--- src/rtl/pdgb_pkg.sv ---
// Package for the gain-boosted PD axis controller.
// Register indexes, widths and shared types. No dependencies.
package pdgb_pkg;

  localparam int CfgAddrW = 5;

  typedef enum logic [2:0] {
    REG_PROP_GAIN   = 3'd0,
    REG_DERIV_GAIN  = 3'd1,
    REG_ALPHA       = 3'd2,
    REG_DEAD_BAND   = 3'd3,
    REG_BOOST_THR   = 3'd4,
    REG_BOOST_FAC   = 3'd5,
    REG_MAX_CORR    = 3'd6,
    REG_LAG_COMP    = 3'd7
  } reg_idx_t;

  typedef struct packed {
    logic signed [15:0] prop_gain;
    logic signed [15:0] deriv_gain;
    logic [15:0]        alpha;
    logic [14:0]        dead_band;
    logic [14:0]        boost_thr;
    logic [15:0]        boost_fac;
    logic [14:0]        max_corr;
    logic [15:0]        lag_comp;
  } cfg_t;

  typedef struct packed {
    logic signed [15:0] correction;
    logic signed [15:0] axis_error;
    logic signed [15:0] effective_gain;
    logic               in_dead_band;
    logic               applied;
  } res_t;

endpackage

--- src/rtl/pdgb_regs.sv ---
// APB register file for the gain-boosted PD axis controller.
// Depends on pdgb_pkg.
module pdgb_regs (
  input  logic                          clk,
  input  logic                          rst_n,
  input  logic                          cfg_psel,
  input  logic                          cfg_penable,
  input  logic                          cfg_pwrite,
  input  logic [pdgb_pkg::CfgAddrW-1:0] cfg_paddr,
  input  logic [31:0]                   cfg_pwdata,
  output logic [31:0]                   cfg_prdata,
  output pdgb_pkg::cfg_t                cfg
);

  pdgb_pkg::cfg_t cfg_r;
  logic           wr;
  pdgb_pkg::reg_idx_t idx;

  assign wr  = cfg_psel && cfg_penable && cfg_pwrite;
  assign idx = pdgb_pkg::reg_idx_t'(cfg_paddr[4:2]);
  assign cfg = cfg_r;

  always_ff @(posedge clk) begin
    if (!rst_n) begin
      cfg_r <= '{boost_fac: 16'd4096, default: '0};
    end else if (wr) begin
      unique case (idx)
        pdgb_pkg::REG_PROP_GAIN:  cfg_r.prop_gain  <= cfg_pwdata[15:0];
        pdgb_pkg::REG_DERIV_GAIN: cfg_r.deriv_gain <= cfg_pwdata[15:0];
        pdgb_pkg::REG_ALPHA:      cfg_r.alpha      <= cfg_pwdata[15:0];
        pdgb_pkg::REG_DEAD_BAND:  cfg_r.dead_band  <= cfg_pwdata[14:0];
        pdgb_pkg::REG_BOOST_THR:  cfg_r.boost_thr  <= cfg_pwdata[14:0];
        pdgb_pkg::REG_BOOST_FAC:  cfg_r.boost_fac  <= cfg_pwdata[15:0];
        pdgb_pkg::REG_MAX_CORR:   cfg_r.max_corr   <= cfg_pwdata[14:0];
        default:                  cfg_r.lag_comp   <= cfg_pwdata[15:0];
      endcase
    end
  end

  always_comb begin
    unique case (idx)
      pdgb_pkg::REG_PROP_GAIN:  cfg_prdata = {16'd0, cfg_r.prop_gain};
      pdgb_pkg::REG_DERIV_GAIN: cfg_prdata = {16'd0, cfg_r.deriv_gain};
      pdgb_pkg::REG_ALPHA:      cfg_prdata = {16'd0, cfg_r.alpha};
      pdgb_pkg::REG_DEAD_BAND:  cfg_prdata = {17'd0, cfg_r.dead_band};
      pdgb_pkg::REG_BOOST_THR:  cfg_prdata = {17'd0, cfg_r.boost_thr};
      pdgb_pkg::REG_BOOST_FAC:  cfg_prdata = {16'd0, cfg_r.boost_fac};
      pdgb_pkg::REG_MAX_CORR:   cfg_prdata = {17'd0, cfg_r.max_corr};
      default:                  cfg_prdata = {16'd0, cfg_r.lag_comp};
    endcase
  end

endmodule

--- src/rtl/pdgb_mac.sv ---
// Shared signed multiply-accumulate unit, one product a cycle, registered.
// Depends on nothing.
module pdgb_mac (
  input  logic               clk,
  input  logic               clr,
  input  logic               en,
  input  logic signed [24:0] a,
  input  logic signed [24:0] b,
  output logic signed [47:0] acc
);

  logic signed [47:0] acc_r;
  logic signed [49:0] prod;

  assign prod = a * b;
  assign acc  = acc_r;

  always_ff @(posedge clk) begin
    if (clr)     acc_r <= '0;
    else if (en) acc_r <= acc_r + prod[47:0];
  end

endmodule

--- src/rtl/pdgb_div.sv ---
// Restoring divider, one quotient bit a cycle: 31-bit by 15-bit unsigned.
// Depends on nothing.
module pdgb_div (
  input  logic        clk,
  input  logic        rst_n,
  input  logic        start,
  input  logic [30:0] num,
  input  logic [14:0] den,
  output logic        busy,
  output logic [30:0] quo
);

  logic [30:0] q_r;
  logic [15:0] rem_r;
  logic [4:0]  cnt_r;
  logic        busy_r;
  logic [15:0] trial;
  logic [16:0] diff;

  assign trial = {rem_r[14:0], q_r[30]};
  assign diff  = {1'b0, trial} - {2'b0, den};
  assign busy  = busy_r;
  assign quo   = q_r;

  always_ff @(posedge clk) begin
    if (!rst_n) begin
      busy_r <= 1'b0;
      cnt_r  <= '0;
    end else if (start) begin
      busy_r <= 1'b1;
      cnt_r  <= 5'd30;
      q_r    <= num;
      rem_r  <= '0;
    end else if (busy_r) begin
      if (!diff[16]) begin
        rem_r <= diff[15:0];
        q_r   <= {q_r[29:0], 1'b1};
      end else begin
        rem_r <= trial;
        q_r   <= {q_r[29:0], 1'b0};
      end
      if (cnt_r == 5'd0) busy_r <= 1'b0;
      else               cnt_r  <= cnt_r - 5'd1;
    end
  end

endmodule

--- src/rtl/pdgb_seq.sv ---
// Sequencer driving the shared multiply-accumulate and divider units.
// Depends on pdgb_pkg, pdgb_mac, pdgb_div.
module pdgb_seq (
  input  logic               clk,
  input  logic               rst_n,
  input  pdgb_pkg::cfg_t     cfg,
  input  logic               in_tvalid,
  output logic               in_tready,
  input  logic signed [15:0] tilt,
  input  logic signed [15:0] rate,
  input  logic signed [15:0] target,
  input  logic               samp_valid,
  output logic               out_tvalid,
  input  logic               out_tready,
  output pdgb_pkg::res_t     res
);

  typedef enum logic [3:0] {
    S_IDLE, S_FILT0, S_FILT1, S_FILTW, S_LAG, S_ERR, S_DIVS, S_DIVW, S_GAIN,
    S_GAINW, S_SUM0, S_SUM1, S_CORR, S_OUT
  } state_t;

  state_t             state_r;
  logic signed [23:0] frate_r;
  logic signed [15:0] tilt_r, rate_r, target_r;
  logic signed [20:0] err_r;
  logic [20:0]        abs_r;
  logic [15:0]        mult_r;
  logic signed [15:0] gain_r;
  logic               out_valid_r;
  pdgb_pkg::res_t     res_r;

  logic               mac_clr, mac_en;
  logic signed [24:0] mac_a, mac_b;
  logic signed [47:0] acc;
  logic               div_start, div_busy;
  logic [30:0]        div_num, div_quo;

  logic signed [47:0] acc_rnd16, acc_rnd12, acc_rnd17;
  logic signed [20:0] err_c;
  logic [20:0]        abs_c;
  logic signed [21:0] excess;
  logic [14:0]        exc_cl;
  logic               boost_on;
  logic signed [15:0] corr_c;
  logic signed [16:0] lim;

  pdgb_mac u_mac (
    .clk(clk), .clr(mac_clr), .en(mac_en), .a(mac_a), .b(mac_b), .acc(acc)
  );

  pdgb_div u_div (
    .clk(clk), .rst_n(rst_n), .start(div_start), .num(div_num),
    .den(cfg.boost_thr), .busy(div_busy), .quo(div_quo)
  );

  assign acc_rnd16 = (acc + 48'sd32768) >>> 16;
  assign acc_rnd12 = (acc + 48'sd2048) >>> 12;
  assign acc_rnd17 = (acc + 48'sd65536) >>> 17;

  assign err_c = 21'(tilt_r) + acc_rnd12[20:0] - 21'(target_r);
  assign abs_c = err_c[20] ? 21'(-err_c) : err_c;

  assign boost_on = (cfg.boost_fac > 16'd4096) && (cfg.boost_thr != 15'd0);
  assign excess   = $signed({1'b0, abs_r}) - $signed({7'd0, cfg.boost_thr});
  assign exc_cl   = (excess > $signed({7'd0, cfg.boost_thr})) ? cfg.boost_thr
                                                              : excess[14:0];
  assign div_num  = {15'd0, 16'(cfg.boost_fac - 16'd4096)} * {16'd0, exc_cl};

  assign lim    = {2'b0, cfg.max_corr};
  assign corr_c = (acc_rnd17 > 48'(lim))  ? lim[15:0] :
                  (acc_rnd17 < 48'(-lim)) ? 16'(-lim) : acc_rnd17[15:0];

  assign in_tready  = (state_r == S_IDLE);
  assign out_tvalid = out_valid_r;
  assign res        = res_r;

  always_comb begin
    mac_clr   = 1'b0;
    mac_en    = 1'b0;
    mac_a     = '0;
    mac_b     = '0;
    div_start = 1'b0;
    unique case (state_r)
      S_IDLE:  mac_clr = 1'b1;
      S_FILT0: begin
        mac_en = 1'b1;
        mac_a  = 25'($signed({1'b0, cfg.alpha}));
        mac_b  = 25'(frate_r);
      end
      S_FILT1: begin
        mac_en = 1'b1;
        mac_a  = 25'($signed(18'h10000 - {2'b0, cfg.alpha}));
        mac_b  = 25'($signed({rate_r, 8'd0}));
      end
      S_FILTW: mac_clr = 1'b1;
      S_LAG: begin
        mac_en = 1'b1;
        mac_a  = 25'(rate_r);
        mac_b  = 25'($signed({1'b0, cfg.lag_comp}));
      end
      S_ERR:  mac_clr = 1'b1;
      S_DIVS: div_start = boost_on && (excess > 22'sd0);
      S_DIVW: ;
      S_GAIN: begin
        mac_en = 1'b1;
        mac_a  = 25'(cfg.prop_gain);
        mac_b  = 25'($signed({1'b0, mult_r}));
      end
      S_GAINW: mac_clr = 1'b1;
      S_SUM0: begin
        mac_en = 1'b1;
        mac_a  = 25'(gain_r);
        mac_b  = $signed({err_r, 4'd0});
      end
      S_SUM1: begin
        mac_en = 1'b1;
        mac_a  = 25'(cfg.deriv_gain);
        mac_b  = 25'(frate_r);
      end
      S_CORR: ;
      S_OUT: ;
      default: ;
    endcase
  end

  always_ff @(posedge clk) begin
    if (!rst_n) begin
      state_r     <= S_IDLE;
      frate_r     <= '0;
      out_valid_r <= 1'b0;
    end else begin
      unique case (state_r)
        S_IDLE: if (in_tvalid) begin
          tilt_r   <= tilt;
          rate_r   <= rate;
          target_r <= target;
          if (samp_valid) state_r <= S_FILT0;
          else begin
            res_r       <= '0;
            out_valid_r <= 1'b1;
            state_r     <= S_OUT;
          end
        end
        S_FILT0: state_r <= S_FILT1;
        S_FILT1: state_r <= S_FILTW;
        S_FILTW: begin
          frate_r <= acc_rnd16[23:0];
          state_r <= S_LAG;
        end
        S_LAG: state_r <= S_ERR;
        S_ERR: begin
          err_r   <= err_c;
          abs_r   <= abs_c;
          mult_r  <= 16'd4096;
          state_r <= S_DIVS;
          if (abs_c < {6'd0, cfg.dead_band}) begin
            res_r.correction     <= '0;
            res_r.axis_error     <= (err_c > 21'sd32767) ? 16'sh7fff :
                                    (err_c < -21'sd32768) ? 16'sh8000 : err_c[15:0];
            res_r.effective_gain <= cfg.prop_gain;
            res_r.in_dead_band   <= 1'b1;
            res_r.applied        <= 1'b1;
            out_valid_r          <= 1'b1;
            state_r              <= S_OUT;
          end
        end
        S_DIVS: state_r <= S_DIVW;
        S_DIVW: if (!div_busy) begin
          if (boost_on && (excess > 22'sd0)) mult_r <= 16'(16'd4096 + div_quo[15:0]);
          state_r <= S_GAIN;
        end
        S_GAIN: state_r <= S_GAINW;
        S_GAINW: begin
          gain_r  <= (acc_rnd12 > 48'sd32767) ? 16'sh7fff :
                     (acc_rnd12 < -48'sd32768) ? 16'sh8000 : acc_rnd12[15:0];
          state_r <= S_SUM0;
        end
        S_SUM0: state_r <= S_SUM1;
        S_SUM1: state_r <= S_CORR;
        S_CORR: begin
          res_r.correction     <= corr_c;
          res_r.axis_error     <= (err_r > 21'sd32767) ? 16'sh7fff :
                                  (err_r < -21'sd32768) ? 16'sh8000 : err_r[15:0];
          res_r.effective_gain <= gain_r;
          res_r.in_dead_band   <= 1'b0;
          res_r.applied        <= 1'b1;
          out_valid_r          <= 1'b1;
          state_r              <= S_OUT;
        end
        S_OUT: if (out_tready) begin
          out_valid_r <= 1'b0;
          state_r     <= S_IDLE;
        end
        default: state_r <= S_IDLE;
      endcase
    end
  end

endmodule

--- src/rtl/pd_axis_controller_gain_boost.sv ---
// Gain-boosted PD balance controller for one axis, top level.
// Invalid words go straight to the result; deadband words end after the error
// step; others run the gain and sum steps, boosted ones after the 31-step divider.
// One word at a time: in_tready returns in the cycle after the result word is taken.
// Reset (rst_n, synchronous): registers to defaults, filtered rate cleared.
// Depends on pdgb_pkg, pdgb_regs, pdgb_seq.
module pd_axis_controller_gain_boost (
  input  logic                          clk,
  input  logic                          rst_n,
  input  logic                          in_tvalid,
  output logic                          in_tready,
  input  logic [47:0]                   in_tdata,  // tilt_angle, tilt_rate, target_angle
  input  logic                          in_tuser,  // sample_valid
  output logic                          out_tvalid,
  input  logic                          out_tready,
  output logic [47:0]                   out_tdata, // correction, axis_error, effective_gain
  output logic [1:0]                    out_tuser, // in_dead_band, applied
  input  logic                          cfg_psel,
  input  logic                          cfg_penable,
  input  logic                          cfg_pwrite,
  input  logic [pdgb_pkg::CfgAddrW-1:0] cfg_paddr,
  input  logic [31:0]                   cfg_pwdata,
  output logic [31:0]                   cfg_prdata,
  output logic                          cfg_pready
);

  pdgb_pkg::cfg_t cfg;
  pdgb_pkg::res_t res;

  assign cfg_pready = 1'b1;

  pdgb_regs u_regs (
    .clk(clk), .rst_n(rst_n), .cfg_psel(cfg_psel), .cfg_penable(cfg_penable),
    .cfg_pwrite(cfg_pwrite), .cfg_paddr(cfg_paddr), .cfg_pwdata(cfg_pwdata),
    .cfg_prdata(cfg_prdata), .cfg(cfg)
  );

  pdgb_seq u_seq (
    .clk(clk), .rst_n(rst_n), .cfg(cfg), .in_tvalid(in_tvalid),
    .in_tready(in_tready), .tilt(in_tdata[15:0]), .rate(in_tdata[31:16]),
    .target(in_tdata[47:32]), .samp_valid(in_tuser), .out_tvalid(out_tvalid),
    .out_tready(out_tready), .res(res)
  );

  assign out_tdata = {res.effective_gain, res.axis_error, res.correction};
  assign out_tuser = {res.applied, res.in_dead_band};

endmodule

--- config.mk ---
export PLATFORM = sky130hd
export DESIGN_NAME = pd_axis_controller_gain_boost
export DESIGN_NICKNAME = d
export VERILOG_FILES = /design/src/rtl/pdgb_pkg.sv /design/src/rtl/pdgb_regs.sv /design/src/rtl/pdgb_mac.sv /design/src/rtl/pdgb_div.sv /design/src/rtl/pdgb_seq.sv /design/src/rtl/pd_axis_controller_gain_boost.sv
export SDC_FILE = /design/constraint.sdc
export NUM_CORES = 2
export LEC_CHECK = 0
export BUFFER_PORTS_ARGS = -buffer_cell sky130_fd_sc_hd__buf_2
export CELL_PAD_IN_SITES_DETAIL_PLACEMENT = 1
export CELL_PAD_IN_SITES_GLOBAL_PLACEMENT = 2
export CORE_ASPECT_RATIO = 0.5
export CORE_MARGIN = 2
export CORE_UTILIZATION = 37
export CTS_CLUSTER_DIAMETER = 50
export CTS_CLUSTER_SIZE = 24
export DETAILED_ROUTE_END_ITERATION = 10
export GPL_ROUTABILITY_DRIVEN = 0
export PLACE_DENSITY_LB_ADDON = 0.05
export REMOVE_ABC_BUFFERS = 1
export SLEW_MARGIN = 30
export SYNTH_ARGS = -nofsm -noshare
export SYNTH_HDL_FRONTEND = slang
export SYNTH_SLANG_ARGS = --single-unit
--- constraint.sdc ---
create_clock -name clk -period 9.5 [get_ports clk]
set_input_delay 1.9 -clock clk [delete_from_list [all_inputs] [get_ports clk]]
set_output_delay 1.9 -clock clk [all_outputs]
set_load 0.05 [all_outputs]
After elaboration in Yosys (flattened, before gate mapping)
Cells that the tools add are included.
{ "word_totals": {"ff_bits": 426} }
{ "op_classes": {"addsub": 15, "n_mux": 44, "magnitude_cmp": 12, "n_reduce_logical": 35, "n_bitwise": 3, "mul": 2, "n_eq_ne": 26} }
{ "ops": {"columns": ["cell", "count"], "rows": [
  ["50-bit two-way mux", 3],
  ["25-bit case mux with 6 select lines", 1],
  ["50-bit case mux with 3 select lines", 1],
  ["16-bit two-way mux", 9],
  ["25-bit case mux with 5 select lines", 1],
  ["16-bit case mux with 7 select lines", 1],
  ["31-bit two-way mux", 2],
  ["4-bit case mux with 14 select lines", 1],
  ["48-bit by 13-bit adder with 48-bit output, second input constant", 1],
  ["48-bit by 18-bit adder with 48-bit output, second input constant", 1],
  ["48-bit adder", 1],
  ["31-bit by 48-bit less-than comparator with 1-bit output", 1],
  ["25-bit by 25-bit multiplier with 48-bit output", 1],
  ["15-bit negation with 48-bit output", 1],
  ["15-bit two-way mux", 3],
  ["21-bit by 16-bit greater-than comparator with 1-bit output, second input constant", 2],
  ["21-bit by 16-bit less-than comparator with 1-bit output, second input constant", 2],
  ["40-bit by 17-bit adder with 40-bit output, second input constant", 1],
  ["36-bit by 16-bit greater-than comparator with 1-bit output, second input constant", 1],
  ["36-bit by 16-bit less-than comparator with 1-bit output, second input constant", 1],
  ["16-bit case mux with 2 select lines", 1],
  ["31-bit by 16-bit greater-than comparator with 1-bit output", 1],
  ["16-bit by 15-bit multiplier with 31-bit output", 1],
  ["2-bit AND reduction", 13],
  ["other kinds (44)", 86]
]} }

Depth between registers and ports, before layout
{ "depth": {"word_depth": 8, "mapped_depth": 45, "depth_no_buf": 43} }

Modules after synthesis
From an unflattened synthesis, not the netlist that was laid out.
{ "hier_totals": {"hier_cells": 6411, "area_unflattened_um2": 59201.8} }
{ "by_module_without_submodules": {"columns": ["module", "instances", "cells_per_inst", "seq_area_each_um2", "area_per_inst_um2"], "rows": [
  ["pdgb_mac", 1, 2864, 960.9, 26265.2],
  ["pdgb_seq", 1, 2669, 5715.5, 24156.9],
  ["pdgb_regs", 1, 603, 2502.4, 5736.8],
  ["pdgb_div", 1, 273, 1501.4, 3031.7],
  ["pd_axis_controller_gain_boost", 1, 2, 0.0, 11.3]
]} }

Worst setup path before layout
Ideal clock, no wire load.
{ "synth_path": {"path_kind": "flip-flop to flip-flop", "startpoint": "register u_regs.cfg_r, in the netlist u_regs.cfg[48]", "endpoint": "register u_seq.u_div.q_r[30], in the netlist u_seq.u_div.quo[30], data pin", "path_stages_with_launch": 43, "slack_ns": -0.859, "path_buffers": 2, "t_required_ns": 9.312, "setup_ns": 0.188, "arrival_time_ns": 10.170, "cell_sequence": "dfxtp_1 -> inv_1 -> ha_1 -> nor2b_1 -> o2111a_1 -> nor3_1 -> nand2b_1 -> o21bai_1 -> a21oi_1 -> xnor2_1 -> ha_1 -> a21o_1 -> a21o_1 -> a2111oi_0 -> a21oi_1 -> o21ai_1 -> buf_2 -> mux2_2 -> (+7 left out) -> inv_1 -> fa_1 -> inv_1 -> fa_1 -> inv_1 -> fa_1 -> inv_1 -> ha_1 -> a21o_1 -> a21oi_1 -> nand3_1 -> a21bo_2 -> a31oi_1 -> o21ai_0 -> a41o_1 -> o41a_1 -> and4_1 -> o41ai_1"} }
{ "synth_via": {"elab_chain_cells": 5} }
{ "synth_lines": {"columns": ["element", "line_no", "rtl"], "rows": [
  ["start: declaration", "pdgb_regs.sv:15", "pdgb_pkg::cfg_t cfg_r;"],
  ["21-bit by 15-bit subtractor with 22-bit output / 15-bit nonzero test (equally long branches)", "pdgb_seq.sv:65, pdgb_seq.sv:64", null],
  ["22-bit by 16-bit greater-than comparator with 1-bit output (tied with other cells)", "pdgb_seq.sv:66", "assign exc_cl = (excess > $signed({7'd0, cfg.boost_thr})) ? cfg.boost_thr"],
  ["15-bit two-way mux / 1-bit logical AND (equally long branches)", "pdgb_seq.sv:66, pdgb_seq.sv:103", null],
  ["16-bit by 15-bit multiplier with 31-bit output / 1-bit two-way mux (equally long branches)", "pdgb_seq.sv:68, pdgb_seq.sv:84", null],
  ["31-bit two-way mux *", "pdgb_div.sv:29", "end else if (start) begin"],
  ["end signal: assignment", "pdgb_div.sv:32", "q_r <= num;"],
  ["end signal: assignment", "pdgb_div.sv:37", "q_r <= {q_r[29:0], 1'b1};"],
  ["end signal: assignment", "pdgb_div.sv:40", "q_r <= {q_r[29:0], 1'b0};"],
  ["end: declaration", "pdgb_div.sv:13", "logic [30:0] q_r;"]
]} }
Every way passes the cells marked *; elsewhere a longest branch is shown, timed or not.
A chain may end at the register's enable or synchronous reset.

Worst setup path after layout
{ "layout_path": {"startpoint": "register u_seq.abs_r[1]", "endpoint": "register u_seq.u_div.q_r[30], in the netlist u_seq.u_div.quo[30], data pin"} }
{ "layout_via": {"elab_chain_cells": 5} }
{ "layout_lines": {"columns": ["element", "line_no", "rtl"], "rows": [
  ["start: declaration", "pdgb_seq.sv:27", "logic [20:0] abs_r;"],
  ["start signal: assignment", "pdgb_seq.sv:154", "abs_r <= abs_c;"],
  ["21-bit by 15-bit subtractor with 22-bit output *", "pdgb_seq.sv:65", "assign excess = $signed({1'b0, abs_r}) - $signed({7'd0, cfg.boost_thr});"],
  ["22-bit by 16-bit greater-than comparator with 1-bit output / 22-bit by 1-bit greater-than comparator with 1-bit output (equally long branches)", "pdgb_seq.sv:66, pdgb_seq.sv:103", null],
  ["15-bit two-way mux / 1-bit logical AND (equally long branches)", "pdgb_seq.sv:66, pdgb_seq.sv:103", null],
  ["16-bit by 15-bit multiplier with 31-bit output / 1-bit two-way mux (equally long branches)", "pdgb_seq.sv:68, pdgb_seq.sv:84", null],
  ["31-bit two-way mux *", "pdgb_div.sv:29", null]
]} }
Marked as above.

==> out/results.txt <==
Post-route ant nets: 0
First-pass GRT wire length: 321 mm
Critical Path Stages: 38
Pwr dens: 222 nW/um^2
Max-slew violations: 0
Critical R2R Launch: u_seq.abs_r[1]
Nature of the critical path startpoint: flop
Max-slew headroom: 30.7%
Fillers: 16800
DR DRC count: 0
Final Core Density: 43.8%
GRT Total Usage: 28.9%
Average wire per standard cell: 25.0 um
Worst R2R Path Depth: 38
Final net count: 7821
Leak pwr: 28.8 nW
Worst setup EP type: flop
Synth cell types: 86
Max cap viols: 0
Syn avg cell area: 8.90 um^2
Share of cells above drive strength 1: 15.8%
Vias per cell: 5.32
Post-Synthesis Cells: 6068
Clock skew: 0.0398 ns
Final total power: 14.1 mW
Hold crit path type: flop to flop
WS Path Type: flop to flop
Largest net degree at the start of global routing: 72
Core box area: 145000 um^2
Failing checks: negative setup slack
CTS buffer count: 57
Critical-path top delay cell: fa_1
Clk slew on worst S/H paths: 0.07 ns
Fmax: 0.102 GHz
Worst-Skew Late Latency: 0.67 ns
Post-synth EDFFs: 217
Die Area: 149000 um^2
CTS tree: yes
Max stage delay on crit path: 0.58 ns
Worst setup path startpoint: u_seq.abs_r[1]
Worst reg2reg setup slack: -0.33 ns
RSZ-0062 raised after global routing: true
Post-DP HPWL: 175 mm
Vias in the first global route: 49000
Worst Max-Slew Pin Slew: 1.04 ns
Worst Path Required: 9.90 ns
Most used cell, CP: fa_1
PortBufs: 142
Buf/Inv on CP: 7
I/O pin count: 178
Ys async rst share: 0%
Fin. Hold Viols: 0
Tcrit/Tclk final: 103%
Worst-path fanout max: 7
Predominant post-synthesis flop cell: edfxtp_1
Area Overhead vs Synth: 17.9%
Most common cell after layout, fill and taps aside: inv_1
Htree depth: 2
Synth Cell Area: 54000 um^2
FP Rows: 99
Hold Buf Count CTS: 0
CTS Buffer Depth: 3
Placement Setup Slack: -1.33 ns
Clock root buffer: clkbuf_16
Clock Sinks: 425
#FFs+latches synth: 425
Worst Setup EP: u_seq.u_div.quo[30]
CP Data Arrival Time: 10.23 ns
Outcome: finished, violations left
Final setup fails: 9
DR pass1 iterations: 9
Initial drt markers: 3004
Initial antenna violation count: 5
Ys Warns: 0
Min Tclk post-route: 9.83 ns
Post-route setup slack: -0.329 ns
Post-synthesis sequential area ratio: 19.8%
Worst vdd ir: 194 uV
RR Endpoint: u_seq.u_div.quo[30]
Via count: 45500
Grt ovf: 0
Die span in y: 274 um
Starting Density: 37.2%
Sum of negative setup slack: -1.77 ns
Worst hold slack: 0.460 ns
Most frequent cells in the layout: inv_1, nand2_1, fa_1
Crit path max-delay family: adder cells
Detailed Route WL: 214 mm
Chip width: 544 um
==> logic make-up after synthesis <==
| kind of cell | synth area share [%] |
|---|---|
| AND/OR/NAND/NOR | 15.8 |
| AO/OA/AOI/OAI | 10.8 |
| adder cells (fa/ha/maj) | 38.8 |
| flip-flops | 19.8 |
| buffers and inverters | 9.23 |
| other | 0.0139 |
| multiplexers | 1.56 |
| XOR/XNOR | 4.01 |
==> layout make-up <==
cell class / instances / area, um^2 / area share (%)
tap: 1969 / 2460 / 3.87
inverter: 999 / 3760 / 5.91
timing repair buffer: 687 / 5130 / 8.07
sequential: 425 / 10700 / 16.8
multi-input combinational: 4357 / 39500 / 62.0
antenna: 6 / 15.0 / 0.0236
clock buffer: 60 / 1480 / 2.33
clock inverter: 48 / 637 / 1.00
==> registers in the layout, indices dropped and copies added (netlist names), 4 cells and up <==
name and count:
u_seq.u_div.rem_r 15, u_seq.u_div.quo 31, u_seq.u_mac.acc 48, u_seq.err_r 20, u_seq.frate_r 24, u_seq.target_r 16
u_seq.res 50, u_seq.rate_r 16, u_seq.mult_r 16, u_regs.cfg 125, u_seq.state_r 4, u_seq.u_div.cnt_r 5
u_seq.gain_r 16, u_seq.abs_r 21, u_seq.tilt_r 16
==> synthesized netlist by cell type (11+ instances only) <==
cell type	number	share of area (%)
mux2_2	14	0.29
xor2_1	81	1.3
nor2_1	386	2.7
nand2b_1	48	0.56
mux2_1	19	0.40
o22ai_1	26	0.30
buf_1	16	0.11
a31oi_1	36	0.42
o211ai_1	14	0.19
fa_1	791	29
a21oi_1	351	3.3
nand3_1	89	0.82
o21ai_0	148	1.4
and3_1	26	0.30
or3_1	27	0.31
mux2i_1	38	0.70
a211oi_1	51	0.71
ha_1	410	9.5
nand4_1	48	0.56
dfxtp_1	208	7.7
a222oi_1	16	0.30
buf_4	17	0.24
clkbuf_1	247	1.7
nor3_1	71	0.66
nand2_1	894	6.2
xnor2_1	166	2.7
a21o_1	62	0.86
edfxtp_1	217	12
nor4_1	46	0.53
nor2b_1	96	1.1
a22oi_1	51	0.71
a22o_1	20	0.32
o21a_1	29	0.40
or4_1	12	0.17
and2_1	99	1.1
o21bai_1	13	0.18
inv_1	997	6.9
or2_2	20	0.23
clkbuf_2	11	0.10
==> routing by layer <==
metal  GRT usage [%]  share of wire, %
met1            40.7                46
met3            3.31               5.3
met5               0            0.0061
met2            46.9                46
met4            8.14               3.2
==> where the power goes <==
part	switching, mW	internal [mW]	leakage, nW
clock network	1.09	1.33	1.02
logic	5.93	3.29	24.2
registers	0.202	2.26	3.65
total	7.22	6.88	28.8
==> timing repair <==
| action | CTS | global route |
|---|---|---|
| gates resized for setup | 111 | 148 |
| pin swaps | 96 | 103 |
| gates cloned | 0 | 0 |
| setup buffers | 31 | 29 |
| endpoints found under the setup margin | 33 | 38 |
| endpoints found under the hold margin | 0 | 0 |
==> metrics by stage <==
| step | instance area (um^2) | instances |
|---|---|---|
| 2_1_floorplan | 52800 | 5781 |
| 3_3_place_gp | 59900 | 8375 |
| 3_5_place_dp | 59900 | 8378 |
| 4_1_cts | 62700 | 8516 |
| 5_1_grt | 63600 | 8545 |
| 6_report | 63600 | 8551 |
==> how the worst min path moves through the flow <==
stage,startpoint,end,slack [ns],depth (start not counted)
2_1_floorplan,u_seq.u_mac.acc[0],u_seq.u_mac.acc[0],0.44,2
3_3_place_gp,u_regs.cfg[64],u_regs.cfg[64],0.44,2
3_5_place_dp,u_regs.cfg[71],u_regs.cfg[71],0.45,2
4_1_cts,u_regs.cfg[71],u_regs.cfg[71],0.46,2
5_1_grt,u_seq.u_mac.acc[2],u_seq.u_mac.acc[2],0.48,2
6_report,u_regs.cfg[71],u_regs.cfg[71],0.46,2
==> worst min-delay path, stage by stage, from the launching register on <==
cell and delay (ns):
dfxtp_1 0.31, nand2_1 0.05, a21oi_1 0.05
Power figures use the tool's default switching activity.
